File: config.mk
export PLATFORM = sky130hd
export DESIGN_NAME = hcc_match
export DESIGN_NICKNAME = d
export VERILOG_FILES = /design/src/rtl/hcc_pkg.sv /design/src/rtl/hcc_match.sv
export SDC_FILE = /design/constraint.sdc
export NUM_CORES = 1
export LEC_CHECK = 0
export ABC_AREA = 1
export BUFFER_PORTS_ARGS = -buffer_cell sky130_fd_sc_hd__clkbuf_2
export CORE_AREA = 2 2 126 128
export DETAILED_ROUTE_END_ITERATION = 10
export DIE_AREA = 0 0 128 130
export PLACE_DENSITY = 0.42
export SLEW_MARGIN = 20
export SYNTH_ARGS = -nofsm -noshare
export SYNTH_HDL_FRONTEND = slang
export SYNTH_SLANG_ARGS = --single-unit
File: constraint.sdc
create_clock -name vclk -period 2.5
set_clock_uncertainty 0.05 [all_clocks]
set_input_delay 0.375 -clock vclk [all_inputs]
set_output_delay 0.375 -clock vclk [all_outputs]
set_load 0.02 [all_outputs]
File: src/rtl/hcc_pkg.sv
// Shared types, codes and helper functions for the hash collision cache.
// No dependencies; imported by every module of the block.
`default_nettype none

package hcc_pkg;

  // Default number of entries and field widths
  localparam int HCC_DEPTH  = 256;
  localparam int HASH_W     = 32;
  localparam int TOK_W      = 64;
  localparam int TOK_BYTES  = 16;
  localparam int CFG_W      = 9;
  localparam int STATUS_W   = 2;
  localparam int SLOT_W     = 8;
  localparam logic [CFG_W-1:0] CFG_RESET = 9'd256;

  // Operation codes
  localparam logic OP_ADD  = 1'b0;
  localparam logic OP_FIND = 1'b1;

  // Result status codes
  localparam logic [STATUS_W-1:0] ST_NONE  = 2'd0;
  localparam logic [STATUS_W-1:0] ST_HASH  = 2'd1;
  localparam logic [STATUS_W-1:0] ST_EXACT = 2'd2;

  // One stored entry
  typedef struct packed {
    logic              valid;
    logic [HASH_W-1:0] hash;
    logic [TOK_W-1:0]  tok_high;
    logic [TOK_W-1:0]  tok_low;
  } entry_t;

  // Compare unit result
  typedef struct packed {
    logic hash_hit;
    logic exact;
  } match_t;

  // Result word handed from the sequencer to the output register
  typedef struct packed {
    logic [STATUS_W-1:0] status;
    logic [SLOT_W-1:0]   slot;
  } res_t;

  // Width of the ring size value: holds the register value and DEPTH itself
  function automatic int ring_w(input int depth);
    int aw;
    aw = $clog2(depth) + 1;
    return (aw > CFG_W) ? aw : CFG_W;
  endfunction

  // Zero every byte from the first NUL byte onward
  function automatic logic [2*TOK_W-1:0] normalize_token(input logic [2*TOK_W-1:0] tok);
    logic [2*TOK_W-1:0] res;
    logic               keep;
    res  = tok;
    keep = 1'b1;
    for (int b = 0; b < TOK_BYTES; b++) begin
      if (tok[b*8 +: 8] == 8'd0) keep = 1'b0;
      if (!keep) res[b*8 +: 8] = 8'd0;
    end
    return res;
  endfunction

endpackage

`default_nettype wire

File: src/rtl/hcc_match.sv
// Compare unit: checks one stored entry against the search key.
// Depends on hcc_pkg for the entry and match types.
`default_nettype none

module hcc_match
  import hcc_pkg::*;
(
  input  wire entry_t              ent,
  input  wire logic [HASH_W-1:0]   key_hash,
  input  wire logic [2*TOK_W-1:0]  key_tok,
  output match_t                   m
);

  // Hash hit on a live entry, exact when the token agrees too
  always_comb begin
    m.hash_hit = ent.valid && (ent.hash == key_hash);
    m.exact    = m.hash_hit && ({ent.tok_high, ent.tok_low} == key_tok);
  end

endmodule

`default_nettype wire

==> results of run 1 <==
power by group through the flow:
stage	Combinational, mW	Sequential, mW	Clock [mW]
final	0.619	0	0
after global routing	0.695	0	0
after CTS	0.632	0	0
after detailed placement	0.628	0	0
after global placement	0.627	0	0
after floorplan	0.292	0	0
metrics by stage:
step                cells    util  hold slack [ns]
CTS                   924  0.2644            1.326
finish                924  0.2644            1.294
global route          924  0.2644            1.372
floorplan             409       -           0.9921
detailed placement    924  0.2644            1.321
global placement      924  0.2644            1.322
tightest hold or removal path, cell delays in order:
cell                       delay [ns]
sky130_fd_sc_hd__clkbuf_2        0.09
sky130_fd_sc_hd__nand2_1         0.05
sky130_fd_sc_hd__nand3_1         0.08
sky130_fd_sc_hd__nor2_1          0.05
sky130_fd_sc_hd__nand3_1         0.12
sky130_fd_sc_hd__nor2_2          0.05
sky130_fd_sc_hd__clkbuf_2        0.15
area by class of cell:
class                      instances  area, um^2  area share
inverter                          55       206.4     0.05063
multi-input combinational        354        2014      0.4940
timing repair buffer             323        1617      0.3964
tap                              192       240.2     0.05891
cell usage in the layout (no fill, tap or decap), types with 3 or more instances in the layout:
cell type / count
sky130_fd_sc_hd__inv_1: 55
sky130_fd_sc_hd__clkbuf_2: 323
sky130_fd_sc_hd__xnor2_1: 125
sky130_fd_sc_hd__nand2_1: 151
sky130_fd_sc_hd__nor2_1: 53
sky130_fd_sc_hd__o21ai_0: 4
sky130_fd_sc_hd__nand3_1: 5
sky130_fd_sc_hd__a22o_1: 3
sky130_fd_sc_hd__o22ai_1: 8
cells by family (layout without fill, tap and decap cells):
group | Yosys count | after routing | share of synthesized area
compound gates | 15 | 15 | 0.04338
simple gates | 213 | 213 | 0.3668
buf+inv | 55 | 378 | 0.09296
xor+xnor | 126 | 126 | 0.4969
final timing paths:
| path | depth (start not counted) | from | to | slack (ns) |
|---|---|---|---|---|
| worst max-delay path | 11 | key_tok[16] | m[0] | 0.43 |
| worst min-delay path | 7 | ent[131] | m[0] | 1.29 |
routing by layer:
layer	global-route usage	wire [um]	share of wire	vias up
li1	-	-	-	1855
met1	0.1112	3634	0.37	1305
met2	0.2170	5161	0.53	172
met3	0.01722	929	0.096	0
met4	0	0	0	0
met5	0	0	0	-
==> reports/summary.json, run 1 <==
{
  "critPathTopFamily": {"value": "simple AND/OR/NAND/NOR gates"},
  "detail_route.first_pass.iterations": {"value": 4},
  "crit_path_start_kind": {"value": "primary input"},
  "final_worst_setup_slack": {"value": 0.4269, "unit": "ns"},
  "globalplace.congestion": {"value": 0.7296},
  "status": {"value": "complete, no violations"},
  "drc_marker_count_from_the_first_detailed_route_iteration": {"value": 63},
  "avgRoutedWirePerCell": {"value": 10.52, "unit": "um"},
  "critPathArrivalTime": {"value": 1.65, "unit": "ns"},
  "antenna_violating_nets_post_route": {"value": 0},
  "yosysSeqAreaShare": {"value": 0},
  "core_region_area": {"value": 15420, "unit": "um^2"},
  "overflow": {"value": 0},
  "wirelength": {"value": 9.725, "unit": "mm"},
  "layout_min_cycle_time": {"value": 2.073, "unit": "ns"},
  "synth.cells.most_frequent": {"value": "151 x sky130_fd_sc_hd__nand2_1, 125 x sky130_fd_sc_hd__xnor2_1, 55 x sky130_fd_sc_hd__inv_1"},
  "number_of_pins_with_negative_max_slew_slack_in_the_final_report": {"value": 0},
  "die_y": {"value": 130, "unit": "um"},
  "peakVddDrop": {"value": 54.77, "unit": "uV"},
  "n_antenna_cell": {"value": 0},
  "flops_and_latches": {"value": 0},
  "register_cell_area_after_layout": {"value": 0, "unit": "um^2"},
  "finalNetCount": {"value": 1055},
  "path_cells": {"value": "clkbuf_2 > xnor2_1 > nand2_1 > nor2_1 > nand2_1 > nor2_1 > nand2_1 > nor2_1 > nand2_1 > nor2_2 > clkbuf_2"},
  "power.density_cell_area": {"value": 151.7, "unit": "nW/um^2"},
  "post_route_cells_drive_above_1_share": {"value": 0.4426},
  "min-delay-path-class": {"value": "primary input to output pin"},
  "postCtsSetupBuffers": {"value": 0},
  "critical-path-slowest-cell": {"value": "sky130_fd_sc_hd__nor2_1"},
  "synthesis.instances": {"value": 409},
  "syn-num-nets": {"value": 730},
  "io_buffers": {"value": 323},
  "cp_most_frequent_cell": {"value": "sky130_fd_sc_hd__nand2_1"},
  "cts_resized": {"value": 0},
  "internal_power": {"value": 367.2, "unit": "uW"},
  "p_sw_frac": {"value": 0.4063},
  "netSwitchingPower": {"value": 251.3, "unit": "uW"},
  "post-synth-top-area-fraction": {"value": 0.4930},
  "tightestPinTransition": {"value": 0.2389, "unit": "ns"},
  "worst_slew_margin_rel": {"value": 0.8401},
  "yosysMostFrequentCell": {"value": "sky130_fd_sc_hd__nand2_1"},
  "ys_top_cells_by_area": {"value": "sky130_fd_sc_hd__xnor2_1 49%, sky130_fd_sc_hd__nand2_1 26%, sky130_fd_sc_hd__inv_1 9.3%"},
  "report.final.setup_viol": {"value": 0},
  "synth.lib_cells_used.distinct": {"value": 13},
  "fin_tns_setup": {"value": 0, "unit": "ns"},
  "ys.warnings.count": {"value": 0},
  "fill_cells": {"value": 1819},
  "ctsHoldBuffers": {"value": 0},
  "netlist.top_cell.by_area": {"value": "sky130_fd_sc_hd__xnor2_1"},
  "timing.critical_path.buf_inv": {"value": 2},
  "max_freq": {"value": 482.4, "unit": "MHz"},
  "dp_worst_setup_slack": {"value": 0.3330, "unit": "ns"},
  "min_period_over_period": {"value": 0.8292},
  "number_of_antenna_violations_at_the_first_check_in_global_routing": {"value": 0},
  "final-hold-violation-count": {"value": 0},
  "chipWidth": {"value": 128, "unit": "um"},
  "grt_max_degree": {"value": 3},
  "number_of_placement_rows": {"value": 46},
  "via_count_of_the_first_global_routing_pass": {"value": 3080},
  "post_synth.cell_area_avg": {"value": 5.430, "unit": "um^2"},
  "post-route-drc-count": {"value": 0},
  "worstPathMaxFanout": {"value": 1},
  "max_cap_violations": {"value": 0},
  "power.share.clock": {"value": 0},
  "routed_via_density": {"value": 3.606},
  "placed_area": {"value": 4078, "unit": "um^2"},
  "seq_power_share": {"value": 0},
  "cp.required": {"value": 2.08, "unit": "ns"},
  "timing.setup.critical_path_class": {"value": "primary input to output pin"},
  "p_leak": {"value": 2.316, "unit": "nW"},
  "report.power.total": {"value": 618.5, "unit": "uW"},
  "synth.cell_area": {"value": 2221, "unit": "um^2"},
  "fp.dieArea": {"value": 16640, "unit": "um^2"},
  "io-pin-count": {"value": 323},
  "area_growth_syn_to_layout": {"value": 83.61, "unit": "%"},
  "grt_first_pass_wirelength": {"value": 13.74, "unit": "mm"},
  "power.combinational.fraction": {"value": 1.000},
  "max_stage_delay_on_crit_path": {"value": 0.23, "unit": "ns"},
  "crit_end_element": {"value": "output pin"},
  "dr_total_vias": {"value": 3332},
  "initial_core_util": {"value": 0.1440},
  "fin_area": {"value": 4078, "unit": "um^2"},
  "dp_hpwl": {"value": 9.577, "unit": "mm"},
  "nClkBuffers": {"value": 0},
  "setup_repair_after_global_routing_missed_its_margin": {"value": "no"},
  "grtUsageTotal": {"value": 0.1024}
}
No activity file was read; power rests on OpenSTA's default activity.
==> run 2: changes to the inputs <==
--- a/config.mk
+++ b/config.mk
@@ -5,12 +5,12 @@
 export SDC_FILE = /design/constraint.sdc
 export NUM_CORES = 1
 export LEC_CHECK = 0
-export ABC_AREA = 1
+export ABC_AREA = 0
 export BUFFER_PORTS_ARGS = -buffer_cell sky130_fd_sc_hd__clkbuf_2
 export CORE_AREA = 2 2 126 128
 export DETAILED_ROUTE_END_ITERATION = 10
 export DIE_AREA = 0 0 128 130
-export PLACE_DENSITY = 0.42
+export PLACE_DENSITY = 0.4
 export SLEW_MARGIN = 20
 export SYNTH_ARGS = -nofsm -noshare
 export SYNTH_HDL_FRONTEND = slang
==> constraint.sdc (replaced) <==
create_clock -name vclk -period 1.7
set_clock_uncertainty 0.05 [all_clocks]
set_input_delay 0.255 -clock vclk [all_inputs]
set_output_delay 0.255 -clock vclk [all_outputs]
set_load 0.02 [all_outputs]
==> reports/summary.json, run 2 <==
{
  "internal_power": {"value": 455.0, "unit": "uW"},
  "post-route-drc-count": {"value": 0},
  "number_of_placement_rows": {"value": 46},
  "layout_min_cycle_time": {"value": 2.120, "unit": "ns"},
  "finalCoreUtilization": {"value": 0.2474},
  "routed_via_density": {"value": 3.714},
  "p_leak": {"value": 2.135, "unit": "nW"},
  "dr_total_vias": {"value": 2745},
  "failed_checks": {"value": "negative setup slack"},
  "synth.cells.most_frequent": {"value": "155 x sky130_fd_sc_hd__xor2_1, 40 x sky130_fd_sc_hd__nor4_1, 10 x sky130_fd_sc_hd__nand4_1"},
  "fp.dieArea": {"value": 16640, "unit": "um^2"},
  "critical-path-slowest-cell": {"value": "sky130_fd_sc_hd__nor4_1"},
  "synth.cell_area": {"value": 1747, "unit": "um^2"},
  "yosysMostFrequentCell": {"value": "sky130_fd_sc_hd__xor2_1"},
  "globalplace.congestion": {"value": 0.7851},
  "synthesis.instances": {"value": 215},
  "via_count_of_the_first_global_routing_pass": {"value": 2716},
  "synth.lib_cells_used.distinct": {"value": 9},
  "wirelength": {"value": 8.882, "unit": "mm"},
  "max_freq": {"value": 471.7, "unit": "MHz"},
  "syn-num-nets": {"value": 536},
  "grt_max_degree": {"value": 3},
  "min-delay-path-class": {"value": "primary input to output pin"},
  "nClkBuffers": {"value": 0},
  "multi_input_area": {"value": 1866, "unit": "um^2"},
  "ys.warnings.count": {"value": 0},
  "post_synth.cell_area_avg": {"value": 8.124, "unit": "um^2"},
  "seq_power_share": {"value": 0},
  "detail_route.first_pass.iterations": {"value": 6},
  "antenna_violating_nets_post_route": {"value": 0},
  "worst_slew_margin_rel": {"value": 0.7669},
  "max_cap_violations": {"value": 0},
  "finalNetCount": {"value": 870},
  "chipWidth": {"value": 128, "unit": "um"},
  "worstPathMaxFanout": {"value": 1},
  "post-synth-top-area-fraction": {"value": 0.7772},
  "dp_hpwl": {"value": 8.603, "unit": "mm"},
  "timing.setup.critical_path_class": {"value": "primary input to output pin"},
  "number_of_antenna_violations_at_the_first_check_in_global_routing": {"value": 0},
  "final-hold-violation-count": {"value": 0},
  "cp.required": {"value": 1.39, "unit": "ns"},
  "io_buffers": {"value": 323},
  "crit_path_start_kind": {"value": "primary input"},
  "number_of_pins_with_negative_max_slew_slack_in_the_final_report": {"value": 0},
  "leading_cell_type_in_the_layout_fill_and_taps_excluded": {"value": "sky130_fd_sc_hd__clkbuf_2"},
  "grt_first_pass_wirelength": {"value": 12.20, "unit": "mm"},
  "netlist.top_cell.by_area": {"value": "sky130_fd_sc_hd__xor2_1"},
  "fill_cells": {"value": 1747},
  "path_cells": {"value": "clkbuf_2 > xor2_1 > nor4_1 > nand4_1 > nor4_4 > buf_4 > and3_4 > buf_8"},
  "report.final.setup_viol": {"value": 2},
  "power.density_cell_area": {"value": 206.6, "unit": "nW/um^2"},
  "initial_core_util": {"value": 0.1132},
  "yosysSeqAreaShare": {"value": 0},
  "drc_marker_count_from_the_first_detailed_route_iteration": {"value": 33},
  "core_region_area": {"value": 15420, "unit": "um^2"},
  "area_growth_syn_to_layout": {"value": 118.5, "unit": "%"},
  "power.share.clock": {"value": 0},
  "holdPathStages": {"value": 5},
  "setup_repair_after_global_routing_missed_its_margin": {"value": "yes"},
  "overflow": {"value": 0},
  "register_cell_area_after_layout": {"value": 0, "unit": "um^2"},
  "critPathArrivalTime": {"value": 1.81, "unit": "ns"},
  "n_antenna_cell": {"value": 0},
  "ys_top_cells_by_area": {"value": "sky130_fd_sc_hd__xor2_1 78%, sky130_fd_sc_hd__nor4_1 14%, sky130_fd_sc_hd__nand4_1 3.6%"},
  "min_period_over_period": {"value": 1.247},
  "post_route_cells_drive_above_1_share": {"value": 0.6362},
  "netSwitchingPower": {"value": 333.3, "unit": "uW"},
  "die_y": {"value": 130, "unit": "um"},
  "report.power.total": {"value": 788.3, "unit": "uW"},
  "crit_end_element": {"value": "output pin"},
  "avgRoutedWirePerCell": {"value": 12.02, "unit": "um"},
  "p_sw_frac": {"value": 0.4228},
  "max_stage_delay_on_crit_path": {"value": 0.32, "unit": "ns"},
  "peakVddDrop": {"value": 77.46, "unit": "uV"},
  "tightestPinTransition": {"value": 0.3467, "unit": "ns"},
  "status": {"value": "finished, violations left"},
  "grtUsageTotal": {"value": 0.09155},
  "most-common-layout-cells": {"value": "320 x sky130_fd_sc_hd__clkbuf_2, 155 x sky130_fd_sc_hd__xor2_1, 26 x sky130_fd_sc_hd__nor4_1, 12 x sky130_fd_sc_hd__nor4_2, 10 x sky130_fd_sc_hd__nand4_1"},
  "flops_and_latches": {"value": 0},
  "io-pin-count": {"value": 323},
  "final_worst_setup_slack": {"value": -0.4199, "unit": "ns"},
  "power.combinational.fraction": {"value": 1.000},
  "postCtsSetupBuffers": {"value": 0}
}
-- run 2: area by class of cell --
| cell class | count | area share |
|---|---|---|
| multi-input cells | 215 | 0.4889 |
| well taps | 192 | 0.06295 |
| repair buffers | 332 | 0.4482 |
-- run 2: per-stage QoR --
step | hold slack (ns) | worst slack (ns) | cells | instance area, um^2 | TNS (ns)
after global placement | 0.9607 | -0.8140 | 739 | 3685 | -1.141
after CTS | 0.9763 | -0.4864 | 739 | 3767 | -0.7029
after floorplan | 0.6074 | -0.1296 | 215 | 1760 | -0.1296
after global routing | 0.9745 | -0.5573 | 739 | 3816 | -0.8195
final | 0.9451 | -0.4199 | 739 | 3816 | -0.5322
after detailed placement | 0.9692 | -0.7710 | 739 | 3685 | -1.115
-- run 2: worst paths after layout --
path / startpoint / endpoint / slack (ns)
setup / recovery: key_tok[119] / m[0] / -0.42
hold / removal: ent[160] / m[1] / 0.95
-- run 2: logic make-up after synthesis --
group,count (synthesis),synth area share
xor gates and xnor gates,160,0.8023
and+or+nand+nor,55,0.1977
-- run 2: worst max-delay path: cells and delay by family --
kind	cells	cell delay, ns
buffers and inverters	3	0.35
XOR/XNOR	1	0.15
AND/OR/NAND/NOR	4	1.06
-- run 2: metal layers --
layer	GRT usage	routed length, um	vias up
met3	0.01189	732	6
li1	-	-	1414
met2	0.2026	5151	171
met4	0.009050	85	0
met1	0.09156	2912	1154
met5	0	0	-
-- run 2: power groups by stage --
stage	Sequential, mW	Clock [mW]	Combinational, mW
floorplan	0	0	0.272
global placement	0	0	0.753
detailed placement	0	0	0.761
CTS	0	0	0.787
global route	0	0	0.870
finish	0	0	0.788
-- run 2: timing repair --
action	CTS	global route
pin swaps	11	7
hold buffers	0	0
endpoints found under the setup margin	2	2
resized for setup	14	9
