<file path="config.mk">
export PLATFORM = sky130hd
export DESIGN_NAME = hcc_seq
export DESIGN_NICKNAME = d
export VERILOG_FILES = /design/src/rtl/hcc_pkg.sv /design/src/rtl/hcc_seq.sv
export SDC_FILE = /design/constraint.sdc
export NUM_CORES = 1
export LEC_CHECK = 0
export BUFFER_PORTS_ARGS = -buffer_cell sky130_fd_sc_hd__buf_2
export CAP_MARGIN = 20
export CELL_PAD_IN_SITES_DETAIL_PLACEMENT = 2
export CELL_PAD_IN_SITES_GLOBAL_PLACEMENT = 2
export CORE_AREA = 4 4 202 204
export DETAILED_ROUTE_END_ITERATION = 10
export DIE_AREA = 0 0 206 208
export GPL_ROUTABILITY_DRIVEN = 0
export GPL_TIMING_DRIVEN = 0
export HOLD_SLACK_MARGIN = 0.08
export PLACE_DENSITY_LB_ADDON = 0.1
export SLEW_MARGIN = 20
export SYNTH_ARGS = -nofsm -noshare
export SYNTH_HDL_FRONTEND = slang
export SYNTH_SLANG_ARGS = --single-unit
</file>
<file path="constraint.sdc">
create_clock -name clk -period 9.82 [get_ports clk]
set_input_delay 1.964 -clock clk [delete_from_list [all_inputs] [get_ports clk]]
set_output_delay 1.964 -clock clk [all_outputs]
set_load 0.005 [all_outputs]
</file>
<file path="src/rtl/hcc_pkg.sv">
// Shared types, codes and helper functions for the hash collision cache.
// No dependencies; imported by every module of the block.
`default_nettype none

package hcc_pkg;

  // Default number of entries and field widths
  localparam int HCC_DEPTH  = 256;
  localparam int HASH_W     = 32;
  localparam int TOK_W      = 64;
  localparam int TOK_BYTES  = 16;
  localparam int CFG_W      = 9;
  localparam int STATUS_W   = 2;
  localparam int SLOT_W     = 8;
  localparam logic [CFG_W-1:0] CFG_RESET = 9'd256;

  // Operation codes
  localparam logic OP_ADD  = 1'b0;
  localparam logic OP_FIND = 1'b1;

  // Result status codes
  localparam logic [STATUS_W-1:0] ST_NONE  = 2'd0;
  localparam logic [STATUS_W-1:0] ST_HASH  = 2'd1;
  localparam logic [STATUS_W-1:0] ST_EXACT = 2'd2;

  // One stored entry
  typedef struct packed {
    logic              valid;
    logic [HASH_W-1:0] hash;
    logic [TOK_W-1:0]  tok_high;
    logic [TOK_W-1:0]  tok_low;
  } entry_t;

  // Compare unit result
  typedef struct packed {
    logic hash_hit;
    logic exact;
  } match_t;

  // Result word handed from the sequencer to the output register
  typedef struct packed {
    logic [STATUS_W-1:0] status;
    logic [SLOT_W-1:0]   slot;
  } res_t;

  // Width of the ring size value: holds the register value and DEPTH itself
  function automatic int ring_w(input int depth);
    int aw;
    aw = $clog2(depth) + 1;
    return (aw > CFG_W) ? aw : CFG_W;
  endfunction

  // Zero every byte from the first NUL byte onward
  function automatic logic [2*TOK_W-1:0] normalize_token(input logic [2*TOK_W-1:0] tok);
    logic [2*TOK_W-1:0] res;
    logic               keep;
    res  = tok;
    keep = 1'b1;
    for (int b = 0; b < TOK_BYTES; b++) begin
      if (tok[b*8 +: 8] == 8'd0) keep = 1'b0;
      if (!keep) res[b*8 +: 8] = 8'd0;
    end
    return res;
  endfunction

endpackage

`default_nettype wire

</file>
<file path="src/rtl/hcc_seq.sv">
// Sequencer: clears the memory after reset, then scans all entries per word
// through the shared compare unit and, on an add, updates the ring. Depends on hcc_pkg.
`default_nettype none

module hcc_seq
  import hcc_pkg::*;
#(
  parameter int DEPTH = HCC_DEPTH,
  localparam int AW = $clog2(DEPTH),
  localparam int RW = ring_w(DEPTH)
) (
  input  wire logic              clk,
  input  wire logic              rst_n,
  // input word
  input  wire logic              in_valid,
  output logic                   in_stall,
  input  wire logic              in_operation,
  input  wire logic [HASH_W-1:0] in_hash,
  input  wire logic [TOK_W-1:0]  in_token_low,
  input  wire logic [TOK_W-1:0]  in_token_high,
  // effective ring size
  input  wire logic [RW-1:0]     ring_size,
  // result toward the output register
  output logic                   res_valid,
  input  wire logic              res_ready,
  output res_t                   res,
  // memory port
  output logic                   ram_wr_en,
  output logic [AW-1:0]          ram_wr_addr,
  output entry_t                 ram_wr_data,
  output logic                   ram_rd_en,
  output logic [AW-1:0]          ram_rd_addr,
  // compare unit
  output logic [HASH_W-1:0]      key_hash,
  output logic [2*TOK_W-1:0]     key_tok,
  input  wire match_t            m
);

  typedef enum logic [3:0] {
    S_CLEAR = 4'b0001,
    S_IDLE  = 4'b0010,
    S_SCAN  = 4'b0100,
    S_DONE  = 4'b1000
  } state_t;

  localparam logic [AW:0] IDX_END = (AW+1)'(DEPTH);

  state_t              state_r, state_nxt;
  logic [AW:0]         idx_r, idx_nxt;
  logic                pend_r, pend_nxt;
  logic [AW-1:0]       pend_idx_r, pend_idx_nxt;
  logic                op_r, op_nxt;
  logic [HASH_W-1:0]   hash_r, hash_nxt;
  logic [2*TOK_W-1:0]  tok_r, tok_nxt;
  logic [AW-1:0]       w_r, w_nxt;
  logic [AW-1:0]       next_slot_r, next_slot_nxt;
  logic [STATUS_W-1:0] status_r, status_nxt;
  logic [AW-1:0]       slot_r, slot_nxt;
  logic                found_r, found_nxt;
  logic                consider;
  logic [RW-1:0]       w_inc;

  assign key_hash = hash_r;
  assign key_tok  = tok_r;
  assign in_stall = (state_r != S_IDLE);
  assign w_inc    = RW'(w_r) + RW'(1);

  // Skip the slot being replaced on add; stop at the first exact hit on find
  assign consider = pend_r &&
                    ((op_r == OP_FIND) ? !found_r : (pend_idx_r != w_r));

  always_comb begin
    state_nxt     = state_r;
    idx_nxt       = idx_r;
    pend_nxt      = 1'b0;
    pend_idx_nxt  = idx_r[AW-1:0];
    op_nxt        = op_r;
    hash_nxt      = hash_r;
    tok_nxt       = tok_r;
    w_nxt         = w_r;
    next_slot_nxt = next_slot_r;
    status_nxt    = status_r;
    slot_nxt      = slot_r;
    found_nxt     = found_r;
    ram_wr_en     = 1'b0;
    ram_wr_addr   = idx_r[AW-1:0];
    ram_wr_data   = '0;
    ram_rd_en     = 1'b0;
    ram_rd_addr   = idx_r[AW-1:0];
    res_valid     = 1'b0;
    res.status    = status_r;
    res.slot      = (op_r == OP_ADD) ? SLOT_W'(w_r) : SLOT_W'(slot_r);

    case (state_r)
      // Sweep the memory, marking every entry invalid
      S_CLEAR: begin
        ram_wr_en = 1'b1;
        idx_nxt   = idx_r + 1'b1;
        if (idx_r == IDX_END - 1'b1) begin
          state_nxt = S_IDLE;
        end
      end

      // Take a word, latch the key and pick the write slot
      S_IDLE: begin
        if (in_valid) begin
          op_nxt     = in_operation;
          hash_nxt   = in_hash;
          tok_nxt    = normalize_token({in_token_high, in_token_low});
          w_nxt      = (RW'(next_slot_r) < ring_size) ? next_slot_r : '0;
          idx_nxt    = '0;
          status_nxt = ST_NONE;
          slot_nxt   = '0;
          found_nxt  = 1'b0;
          state_nxt  = S_SCAN;
        end
      end

      // Issue one read per cycle, compare the entry read last cycle
      S_SCAN: begin
        if (idx_r != IDX_END) begin
          ram_rd_en    = 1'b1;
          pend_nxt     = 1'b1;
          idx_nxt      = idx_r + 1'b1;
        end
        if (consider && m.exact) begin
          status_nxt = ST_EXACT;
          if (op_r == OP_ADD) begin
            // drop the older duplicate
            ram_wr_en   = 1'b1;
            ram_wr_addr = pend_idx_r;
          end else begin
            slot_nxt  = pend_idx_r;
            found_nxt = 1'b1;
          end
        end else if (consider && m.hash_hit && (status_r == ST_NONE)) begin
          status_nxt = ST_HASH;
        end
        if ((idx_r == IDX_END) && !pend_r) begin
          if (op_r == OP_ADD) begin
            // store the new entry and advance the ring
            ram_wr_en            = 1'b1;
            ram_wr_addr          = w_r;
            ram_wr_data.valid    = 1'b1;
            ram_wr_data.hash     = hash_r;
            ram_wr_data.tok_high = tok_r[2*TOK_W-1:TOK_W];
            ram_wr_data.tok_low  = tok_r[TOK_W-1:0];
            next_slot_nxt        = (w_inc < ring_size) ? w_inc[AW-1:0] : '0;
          end
          state_nxt = S_DONE;
        end
      end

      // Hand the result over once the output register is free
      S_DONE: begin
        res_valid = 1'b1;
        if (res_ready) begin
          state_nxt = S_IDLE;
        end
      end

      default: begin
        state_nxt = S_CLEAR;
        idx_nxt   = '0;
      end
    endcase
  end

  // Control state
  always_ff @(posedge clk) begin
    if (!rst_n) begin
      state_r     <= S_CLEAR;
      idx_r       <= '0;
      pend_r      <= 1'b0;
      next_slot_r <= '0;
    end else begin
      state_r     <= state_nxt;
      idx_r       <= idx_nxt;
      pend_r      <= pend_nxt;
      next_slot_r <= next_slot_nxt;
    end
  end

  // Key and scan bookkeeping
  always_ff @(posedge clk) begin
    pend_idx_r <= pend_idx_nxt;
    op_r       <= op_nxt;
    hash_r     <= hash_nxt;
    tok_r      <= tok_nxt;
    w_r        <= w_nxt;
    status_r   <= status_nxt;
    slot_r     <= slot_nxt;
    found_r    <= found_nxt;
  end

endmodule

`default_nettype wire

</file>
==> summary.txt, run 1 <==
Power and ir drop
  • Power per standard cell area: between 100 and 150 mW/mm²
  • Worst VDD drop: between 0.1 and 0.15 mV
  • Total Power: 2020 µW
  • Lkg Pwr: between 0.006 and 0.007 µW

Finish
  • Share of layout cells above drive strength 1: 0.435
  • Nets: roughly 1600
  • Post-layout util: 0.361
  • Commonest non-fill, non-tap cell in the layout: buf_2
  • Most frequent cells in the layout: buf_2 (532), and2_1 (276), edfxtp_1 (180)
  • # fillers: between 4000 and 5000
  • Area delta synth->final: 42.0%

Clocking
  • Hold buffers post-CTS: 0
  • Clock slew at reported path FFs: 0.06 ns
  • CTS resizes: 0
  • CTS tree: done
  • Root buffer cell: clkbuf_16
  • H-tree depth: 1
  • Num CTS Buffers: 26
  • Setup Fix Bufs, Post-CTS: 0
  • Clock Sinks: 210
  • Clock tree buffer depth: 3
  • Clock Latency Late Sink: between 0.5 and 0.6 ns

Place
  • Pre-CTS WS: 4.68 ns
  • Hpwl dp: approximately 36 mm
  • Port bufs: around 530

Drt
  • Routed Antenna Nets: 0
  • Drt pass-1 iters: 4
  • DRC: 0
  • Wire per inst: around 23 µm
  • Via/cell ratio: 4.42
  • First-iteration detailed-routing DRC count: between 300 and 400
  • Drt total wl: about 44 mm
  • Routed via count: 8626

Yosys
  • EDFF count, synth: 180
  • Post-synth top area cell: edfxtp_1
  • Syn Nets: 1036
  • Async SR Flop Fraction: 0
  • Synth Instances: roughly 840
  • Post-synthesis register bit count: between 200 and 250
  • Cell variety after synth: 54
  • Ys flop type: edfxtp_1
  • Synth area leaders: edfxtp_1 (54%), and2_1 (17%), dfxtp_1 (6.0%), ha_1 (2.4%), nor4_1 (1.8%)
  • Synth warn: 0
  • Top cell type's share of synthesized area: 0.542
  • Mean area per synthesized cell: 11.9 µm²
  • Mapped Area: roughly 0.01 mm²
  • Register area share after synthesis: 0.602

GRT
  • Vias in the first global route: 9497
  • Initial antenna violation count: 16
  • GRT Residual Overflow: 0
  • GR Util All Layers: 0.198
  • Global-route wire length before repair: 63.7 mm
  • Largest net degree at the start of global routing: 91

Timing
  • Measured slew at the worst slew-check pin: 0.812 ns
  • Max-slew violation count: 0
  • Total negative slack: 0 ns
  • Fmax: ~0.19 GHz
  • Slack of the critical path: approximately 4.6 ns
  • Final setup fails: 0
  • Final Skew: ~0.028 ns
  • Final period utilization: 0.534
  • Tmin final: roughly 5.2 ns
  • RSZ-0062 raised after global routing: false
  • Final Hold Vio Count: 0
  • Worst hold margin: 0.412 ns
  • Slew margin rel.: 0.459

Worst setup path
  • Setup crit end kind: output pin
  • Req. time, crit path: between 7 and 8 ns
  • Critical Path AT: roughly 3.3 ns
  • CP Max Fanout: 10
  • CP Class: reg2out
  • Worst setup SP type: flip-flop
  • R2r worst-path depth: 10

Die
  • Starting Density: 0.254
  • Io pins: 527
  • Core ar.: 0.0393 mm²
  • Site Rows: 73
  • Die area: 0.0428 mm²
  • Die height: about 210 µm
  • Die width: 206 µm

Hold path
  • Worst Hold Path Cells: 0
  • Hold crit path type: reg2reg

Flow run
  • Max Cap Viol: 0

Run status
  • Status: completed
## logic make-up (layout without fill, tap and decap cells)
group	count (synthesis)	after routing	synth area share
xor+xnor	22	22	0.0193
buf+inv	71	645	0.0329
flops	210	210	0.602
simple gates	453	453	0.274
compound gates	54	54	0.0354
fa+ha+maj	19	19	0.0238
mux	12	12	0.0130
other cells	0	11	0
## area by class of cell
type | instances | area (µm²) | share of cell area
flip-flops and latches | 210 | 6010 | 0.424
multi-input cells | 560 | 3640 | 0.257
repair buffers | 526 | 2660 | 0.187
clock buffers | 32 | 703 | 0.0496
well taps | 525 | 657 | 0.0464
plain buffers | 55 | 268 | 0.0189
clock inverters | 16 | 141 | 0.00998
inverters | 16 | 67.6 | 0.00477
diodes | 11 | 27.5 | 0.00194
## cell usage after synthesis (2+ instances only)
| cell | number |
|---|---|
| or2_2 | 2 |
| nor3_1 | 3 |
| a21oi_1 | 9 |
| a22o_1 | 6 |
| nor4_1 | 29 |
| nand3_1 | 12 |
| edfxtp_1 | 180 |
| nand4_1 | 3 |
| nor3b_1 | 3 |
| xor2_1 | 7 |
| and2_1 | 276 |
| clkbuf_1 | 29 |
| nor2_2 | 2 |
| buf_4 | 9 |
| o31ai_1 | 3 |
| a21o_1 | 2 |
| buf_2 | 7 |
| nor4b_4 | 3 |
| nand2b_1 | 6 |
| inv_1 | 16 |
| a21boi_0 | 3 |
| a211oi_1 | 2 |
| o21a_1 | 3 |
| clkbuf_2 | 9 |
| mux2i_1 | 4 |
| a22oi_1 | 2 |
| or4_1 | 3 |
| a31oi_1 | 3 |
| o21ai_0 | 15 |
| mux2_2 | 8 |
| xnor2_1 | 15 |
| and4_1 | 2 |
| and3_1 | 20 |
| ha_1 | 19 |
| nor2_1 | 32 |
| nor2b_1 | 4 |
| nand2_1 | 42 |
| dfxtp_1 | 30 |
| nand3b_1 | 3 |
## sequential cells by signal, summed over array words and instances, names as in the netlist
signal and cells:
slot_r 8, next_slot_r 8, idx_r 9, op_r 1, key_tok 128, key_hash 32, w_r 8, found_r 1
pend_r 1, state_r 4, pend_idx_r 8, status_r 2
## path summary, 6_finish.rpt
check / from / endpoint / slack (ns)
max: idx_r[0] / ram_wr_addr[0] / 4.58
min: idx_r[1] / pend_idx_r[1] / 0.41
max reg2reg: w_r[0] / next_slot_r[2] / 6.89
min reg2reg: idx_r[1] / pend_idx_r[1] / 0.41
## report_power, final
| group | leakage (µW) | internal (µW) | switching, µW |
|---|---|---|---|
| logic | 0.00407 | 51.1 | 41.5 |
| registers | 0.00185 | 969 | 2.65 |
| clock network | 0.000416 | 560 | 394 |
## critical path, cell delays in order (launching register included)
cell and delay, ns:
dfxtp_1 0.38, inv_1 0.10, ha_1 0.18, nor4b_4 0.24
nand2_2 0.14, nor4_2 0.34, buf_2 0.39, clkbuf_1 0.44
a22oi_1 0.17, o31ai_1 0.16, buf_2 0.20
## metal layers
layer	routed length, µm	track usage	up-vias
li1	-	-	4034
met1	16500	0.219	4214
met2	23300	0.364	296
met3	3300	0.0628	68
met4	1090	0.0516	14
met5	101	0	-
## stage by stage
stage          instances  area, µm²
2_1_floorplan        841       9980
3_3_place_gp        1891      13300
3_5_place_dp        1892      13300
4_1_cts             1940      14100
5_1_grt             1950      14200
6_report            1951      14200
Note: power is estimated with default switching activity, not from simulation.
==> inputs of run 2 (changes only) <==
Settings changed: CORE_AREA 4 4 202 204 to unset, CORE_ASPECT_RATIO set to 1.25, CORE_MARGIN set to 4, CORE_UTILIZATION set to 24, DIE_AREA 0 0 206 208 to unset.
Clock period 9.82 ns to 4.38 ns, I/O delays scaled along.
==> summary.txt, run 2 (synthesized netlist as in run 1, its figures left out) <==
Run status
  • Status: completed (unchanged)

Finish
  • Share of layout cells above drive strength 1: 0.436 (was 0.435)
  • Post-layout util: 0.348 (was 0.361)
  • Post-route design area: 0.0143 mm² (was 0.0142 mm²)
  • Nets: 1594 (was 1590)
  • # fillers: 4682 (was 4361)
  • Area delta synth->final: 43.3% (was 42.0%)
  • Most frequent cells in the layout: buf_2 (531), and2_1 (276), edfxtp_1 (180) (was buf_2 (532), and2_1 (276), edfxtp_1 (180))
  • Max reg flops: 128 (unchanged)
  • Commonest non-fill, non-tap cell in the layout: buf_2 (unchanged)

Drt
  • Routed Antenna Nets: 0 (unchanged)
  • Via/cell ratio: 4.37 (was 4.42)
  • Drt pass-1 iters: 5 (was 4)
  • Drt total wl: 45.5 mm (was 44.3 mm)
  • Routed via count: 8637 (was 8626)
  • First-iteration detailed-routing DRC count: 274 (was 344)
  • DRC: 0 (unchanged)
  • Wire per inst: 23.0 µm (was 22.7 µm)

Timing
  • Final Hold Vio Count: 0 (unchanged)
  • Total negative slack: 0 ns (unchanged)
  • Slew margin rel.: 0.476 (was 0.459)
  • RSZ-0062 raised after global routing: false (unchanged)
  • Worst hold margin: 0.402 ns (was 0.412 ns)
  • Final period utilization: 0.905
  • Slack of the critical path: 0.416 ns (was 4.58 ns)
  • Final setup fails: 0 (unchanged)
  • Measured slew at the worst slew-check pin: 0.786 ns (was 0.812 ns)
  • Fmax: ~0.25 GHz
  • Max-slew violation count: 0 (unchanged)
  • Final Skew: 0.0108 ns (was 0.0278 ns)
  • Tmin final: approximately 4 ns

Die
  • Core ar.: 0.0411 mm² (was 0.0393 mm²)
  • Starting Density: 0.243 (was 0.254)
  • Io pins: 527 (unchanged)
  • Die width: 190 µm (was 206 µm)
  • Die height: 236 µm (was 208 µm)
  • Site Rows: 83 (was 73)
  • Die area: 0.0449 mm² (was 0.0428 mm²)

Worst setup path
  • R2r worst-path depth: 10 (unchanged)
  • CP Class: reg2out (unchanged)
  • CP Max Fanout: 10 (unchanged)
  • Req. time, crit path: 3.50 ns (was 7.86 ns)
  • Critical path's top delay family: buffers and inverters (unchanged)
  • Slowest stage delay, CP: 0.37 ns (was 0.44 ns)
  • FF-to-FF End: next_slot_r[3] (was next_slot_r[2])
  • CP max-delay cell: dfxtp_1 (was clkbuf_1)
  • Worst R2R Setup Slack: 1.35 ns (was 6.89 ns)
  • FF-to-FF Start: w_r[0] (unchanged)
  • Worst path bufs/invs: 5 (was 4)
  • Setup crit end kind: output pin (unchanged)
  • Worst setup SP type: flip-flop (unchanged)
  • Cell mode on critical path: buf_4 (was buf_2)
  • Critical Path AT: 3.09 ns (was 3.28 ns)
  • Critical-path cell list: inv_1 -> ha_1 -> nor4b_4 -> nand2_2 -> nor4_4 -> buf_4 -> buf_4 -> clkbuf_2 -> and2_1 -> buf_2 (was inv_1 -> ha_1 -> nor4b_4 -> nand2_2 -> nor4_2 -> buf_2 -> clkbuf_1 -> a22oi_1 -> o31ai_1 -> buf_2)

Clocking
  • Clock slew at reported path FFs: 0.06 ns (about the same)
  • Clock Sinks: 210 (unchanged)
  • Clock Latency Late Sink: 0.54 ns (was 0.55 ns)
  • H-tree depth: 1 (unchanged)
  • CTS tree: done (unchanged)
  • Setup Fix Bufs, Post-CTS: 0 (unchanged)
  • Num CTS Buffers: 26 (unchanged)
  • Root buffer cell: clkbuf_16 (unchanged)
  • Clock tree buffer depth: 3 (unchanged)

Place
  • Area after DPL: 0.0134 mm² (was 0.0133 mm²)
  • Port bufs: 525 (unchanged)
  • Pre-CTS WS: 0.618 ns (was 4.68 ns)
  • Hpwl dp: 37.6 mm (was 36.1 mm)

GRT
  • Vias in the first global route: 9723 (was 9497)
  • Global Route met2 Usage: 0.377 (was 0.364)
  • GR Util All Layers: 0.194 (was 0.198)
  • Busiest grt layer: met2 (unchanged)
  • Initial antenna violation count: 15 (was 16)
  • GRT Residual Overflow: 0 (unchanged)
  • GR Layer Usage met1: 0.205 (was 0.219)
  • GR Util met3: 0.0549 (was 0.0628)
  • Global-route wire length before repair: 65.2 mm (was 63.7 mm)
  • Largest net degree at the start of global routing: 34 (was 91)

Hold path
  • Worst Hold Path Cells: 0 (unchanged)
  • Hold crit path type: reg2reg (unchanged)
  • Worst Hold End: pend_idx_r[2] (was pend_idx_r[1])
  • Hold Crit Start: idx_r[2] (was idx_r[1])

Flow run
  • Max Cap Viol: 0 (unchanged)

Power and ir drop
  • Power per standard cell area: 320 mW/mm² (was 142 mW/mm²)
  • Lkg Pwr: 0.00638 µW (was 0.00634 µW)
  • Worst VDD drop: 0.240 mV (was 0.105 mV)
## run 2: cell count changes in the layout (fill, tap and decap cells not counted), sizes merged
cell / change
clkbuf: +7
inv: -1
buf: +4
clkinv: -6
diode: -4
## run 2: through the flow
step                total power, µW  std cells
floorplan                      2310        841
global placement               2430       1918
detailed placement             2440       1923
CTS                            4660       1971
global route                   4750       1976
finish                         4580       1978
## run 2: cell type report
type | instances | area [µm²] | share of cell area
Inverter | 16 | 63.8 | 0.00446
Clock buffer | 39 | 771 | 0.0539
Multi-Input combinational cell | 560 | 3650 | 0.256
Timing Repair Buffer | 530 | 2730 | 0.191
Buffer | 55 | 272 | 0.0190
Antenna cell | 7 | 17.5 | 0.00123
Sequential cell | 210 | 6010 | 0.420
Clock inverter | 9 | 92.6 | 0.00648
Tap cell | 552 | 691 | 0.0483
## run 2: how the worst max path moves through the flow
| stage | slack [ns] | from | endpoint | cells past startpoint |
|---|---|---|---|---|
| 6_report | 0.42 | idx_r[0] | ram_wr_data[132] | 10 |
| 5_1_grt | 0.12 | idx_r[0] | ram_wr_data[132] | 10 |
| 4_1_cts | 0.12 | idx_r[0] | ram_wr_data[132] | 10 |
| 3_5_place_dp | 0.62 | idx_r[0] | ram_wr_data[132] | 10 |
| 3_3_place_gp | -1.31 | in_valid | slot_r[4] | 4 |
| 2_1_floorplan | 0.35 | in_valid | found_r | 3 |
## run 2: where the power goes
part / switching [µW] / internal (µW) / total [µW]
sequential: 5.56 / 2170 / 2180
clock: 863 / 1330 / 2190
combinational: 97.0 / 115 / 212
## run 2: timing repair
item	in CTS	in global routing
hold buffers	0	0
endpoints found under the setup margin	1	3
gates cloned	0	0
gates resized for setup	1	3
## run 2: layer usage
| layer | vias up | routed length, µm |
|---|---|---|
| met5 | - | 79 |
| met4 | 12 | 867 |
| met3 | 58 | 3120 |
| met2 | 309 | 25100 |
| met1 | 4220 | 16400 |
| li1 | 4038 | - |
==> inputs of run 3 (changes only) <==
==> constraint.sdc (replaced) <==
create_clock -name clk -period 4.38 [get_ports clk]
set_input_delay 0.219 -clock clk [delete_from_list [all_inputs] [get_ports clk]]
set_output_delay 0.219 -clock clk [all_outputs]
set_load 0.005 [all_outputs]
==> summary.txt, run 3 (synthesized netlist as in run 1, its figures left out) <==
Drt
  • Drt total wl: 47.0 mm (was 45.5 mm)
  • Via/cell ratio: 4.34 (was 4.37)
  • Routed via count: 9261 (was 8637)
  • Wire per inst: 22.0 µm (was 23.0 µm)
  • DRC: 0 (unchanged)
  • Routed Antenna Nets: 0 (unchanged)
  • First-iteration detailed-routing DRC count: 306 (was 274)
  • Drt pass-1 iters: 4 (was 5)

Finish
  • Post-route design area: 0.0159 mm² (was 0.0143 mm²)
  • Max reg flops: 128 (unchanged)
  • Commonest non-fill, non-tap cell in the layout: buf_2 (unchanged)
  • Cell Count, Final, Fillers Out: 2135 (was 1978)
  • Share of layout cells above drive strength 1: 0.391 (was 0.436)
  • Area delta synth->final: 59.3% (was 43.3%)
  • Nets: 1757 (was 1594)
  • Post-layout util: 0.387 (was 0.348)
  • # fillers: 4614 (was 4682)
  • Most frequent cells in the layout: buf_2 (532), and2_1 (276), edfxtp_1 (180) (was buf_2 (531), and2_1 (276), edfxtp_1 (180))

Clocking
  • Root buffer cell: clkbuf_16 (unchanged)
  • H-tree depth: 1 (unchanged)
  • Clock Sinks: 210 (unchanged)
  • CTS resizes: 0 (was 1)
  • Num CTS Buffers: 26 (unchanged)
  • CTS tree: done (unchanged)
  • Clock Latency Late Sink: 0.54 ns (about the same)
  • Clock tree buffer depth: 3 (unchanged)
  • Clock slew at reported path FFs: 0.05 ns (was 0.06 ns)

Power and ir drop
  • Power per standard cell area: 296 mW/mm² (was 320 mW/mm²)
  • Worst VDD drop: 0.239 mV (was 0.240 mV)
  • Lkg Pwr: 0.00706 µW (was 0.00638 µW)

Worst setup path
  • CP Class: reg2out (unchanged)
  • CP Max Fanout: 10 (unchanged)
  • R2r worst-path depth: 10 (unchanged)
  • Setup crit end kind: output pin (unchanged)
  • Slowest stage delay, CP: 0.43 ns (was 0.37 ns)
  • Cell mode on critical path: buf_2 (was buf_4)
  • Worst setup SP type: flip-flop (unchanged)
  • CP max-delay cell: buf_2 (was dfxtp_1)
  • Req. time, crit path: 4.16 ns (was 3.50 ns)
  • Critical Path AT: 3.34 ns (was 3.09 ns)
  • Critical-path cell list: inv_1 -> ha_1 -> nor4b_4 -> nand2_2 -> nor4_2 -> buf_2 -> buf_4 -> clkbuf_2 -> and2_1 -> buf_2 (was inv_1 -> ha_1 -> nor4b_4 -> nand2_2 -> nor4_4 -> buf_4 -> buf_4 -> clkbuf_2 -> and2_1 -> buf_2)
  • FF-to-FF End: next_slot_r[3] (unchanged)
  • Worst R2R Setup Slack: 1.32 ns (was 1.35 ns)
  • FF-to-FF Start: w_r[0] (unchanged)

Timing
  • Final Skew: 0.00989 ns (was 0.0108 ns)
  • RSZ-0062 raised after global routing: false (unchanged)
  • Tmin final: 3.56 ns (was 3.96 ns)
  • Max-slew violation count: 0 (unchanged)
  • Measured slew at the worst slew-check pin: 0.774 ns (was 0.786 ns)
  • Fmax: 0.281 GHz (was 0.252 GHz)
  • Slew margin rel.: 0.484 (was 0.476)
  • Final period utilization: 0.813 (was 0.905)
  • Final Hold Vio Count: 0 (unchanged)
  • Final setup fails: 0 (unchanged)

Die
  • Starting Density: 0.243 (unchanged)
  • Site Rows: 83 (unchanged)
  • Die height: 236 µm (unchanged)
  • Core ar.: 0.0411 mm² (unchanged)
  • Io pins: 527 (unchanged)
  • Die width: 190 µm (unchanged)
  • Die area: 0.0449 mm² (unchanged)

GRT
  • Global-route wire length before repair: 68.5 mm (was 65.2 mm)
  • Vias in the first global route: 10700 (was 9723)
  • Largest net degree at the start of global routing: 34 (unchanged)
  • GR Util met3: 0.0446 (was 0.0549)
  • Global Route met2 Usage: 0.396 (was 0.377)
  • GR Util All Layers: 0.201 (was 0.194)
  • GRT Residual Overflow: 0 (unchanged)
  • Busiest grt layer: met2 (unchanged)
  • GR Layer Usage met1: 0.215 (was 0.205)
  • Initial antenna violation count: 2 (was 15)

Place
  • Port bufs: 525 (unchanged)
  • Hpwl dp: 37.6 mm (unchanged)
  • Area after DPL: 0.0134 mm² (unchanged)
  • Dpl cells: 1923 (unchanged)

Hold path
  • Worst Hold Path Cells: 3 (was 0)
  • Hold Crit Start: in_valid (was idx_r[2])
  • Hold crit path type: in2reg (was reg2reg)
  • Worst Hold End: state_r[2] (was pend_idx_r[2])

Run status
  • Status: completed (unchanged)

Flow run
  • Max Cap Viol: 0 (unchanged)
-- run 3: report_power, final --
part / leakage (µW) / total, µW / internal [µW] / switching [µW]
Combinational: 0.00478 / 338 / 210 / 128
Clock: 0.000428 / 2190 / 1330 / 866
Sequential: 0.00185 / 2180 / 2170 / 5.69
-- run 3: what timing repair did --
action,in CTS,in global routing
setup endpoints to repair,0,0
buffers inserted,0,0
hold buffers,163,0
endpoints found under the hold margin,163,0
-- run 3: cell type report --
type / count / area, µm² / area share
Timing Repair Buffer: 693 / 4360 / 0.274
Multi-Input combinational cell: 560 / 3640 / 0.229
Sequential cell: 210 / 6010 / 0.378
Clock buffer: 39 / 771 / 0.0485
Antenna cell: 1 / 2.50 / 0.000157
Tap cell: 552 / 691 / 0.0434
Buffer: 55 / 268 / 0.0168
Inverter: 16 / 63.8 / 0.00401
Clock inverter: 9 / 92.6 / 0.00582
-- run 3: worst max path at each step --
| stage | slack (ns) | startpoint | to |
|---|---|---|---|
| detailed placement | 1.27 | idx_r[0] | ram_wr_data[132] |
| global route | 0.51 | idx_r[0] | ram_wr_data[132] |
| global placement | -1.02 | state_r[0] | slot_r[4] |
| finish | 0.82 | idx_r[0] | ram_wr_data[132] |
| CTS | 0.65 | idx_r[0] | ram_wr_data[132] |
| floorplan | 0.58 | state_r[0] | found_r |
-- run 3: per-stage QoR --
step | worst slack, ns | TNS [ns] | power, µW | hold slack [ns]
6_report | 0.821 | 0 | 4710 | 0.118
5_1_grt | 0.506 | 0 | 4890 | 0.124
4_1_cts | 0.649 | 0 | 4790 | 0.0885
3_5_place_dp | 1.27 | 0 | 2440 | 0.392
3_3_place_gp | -1.02 | -171.63 | 2430 | 0.396
2_1_floorplan | 0.576 | 0 | 2310 | 0.318
-- run 3: routing by layer --
metal / up-vias / wire length (µm)
met5: - / 7
met4: 2 / 849
met3: 45 / 2820
met2: 325 / 26100
met1: 4537 / 17200
li1: 4352 / -
-- run 3: worst max-delay path: cells and delay by family, from the launching register on --
family	cells	cell delay (ns)
buffers and inverters	5	1.33
AND/OR/NAND/NOR	4	0.91
flip-flops	1	0.38
adder cells (fa/ha/maj)	1	0.17
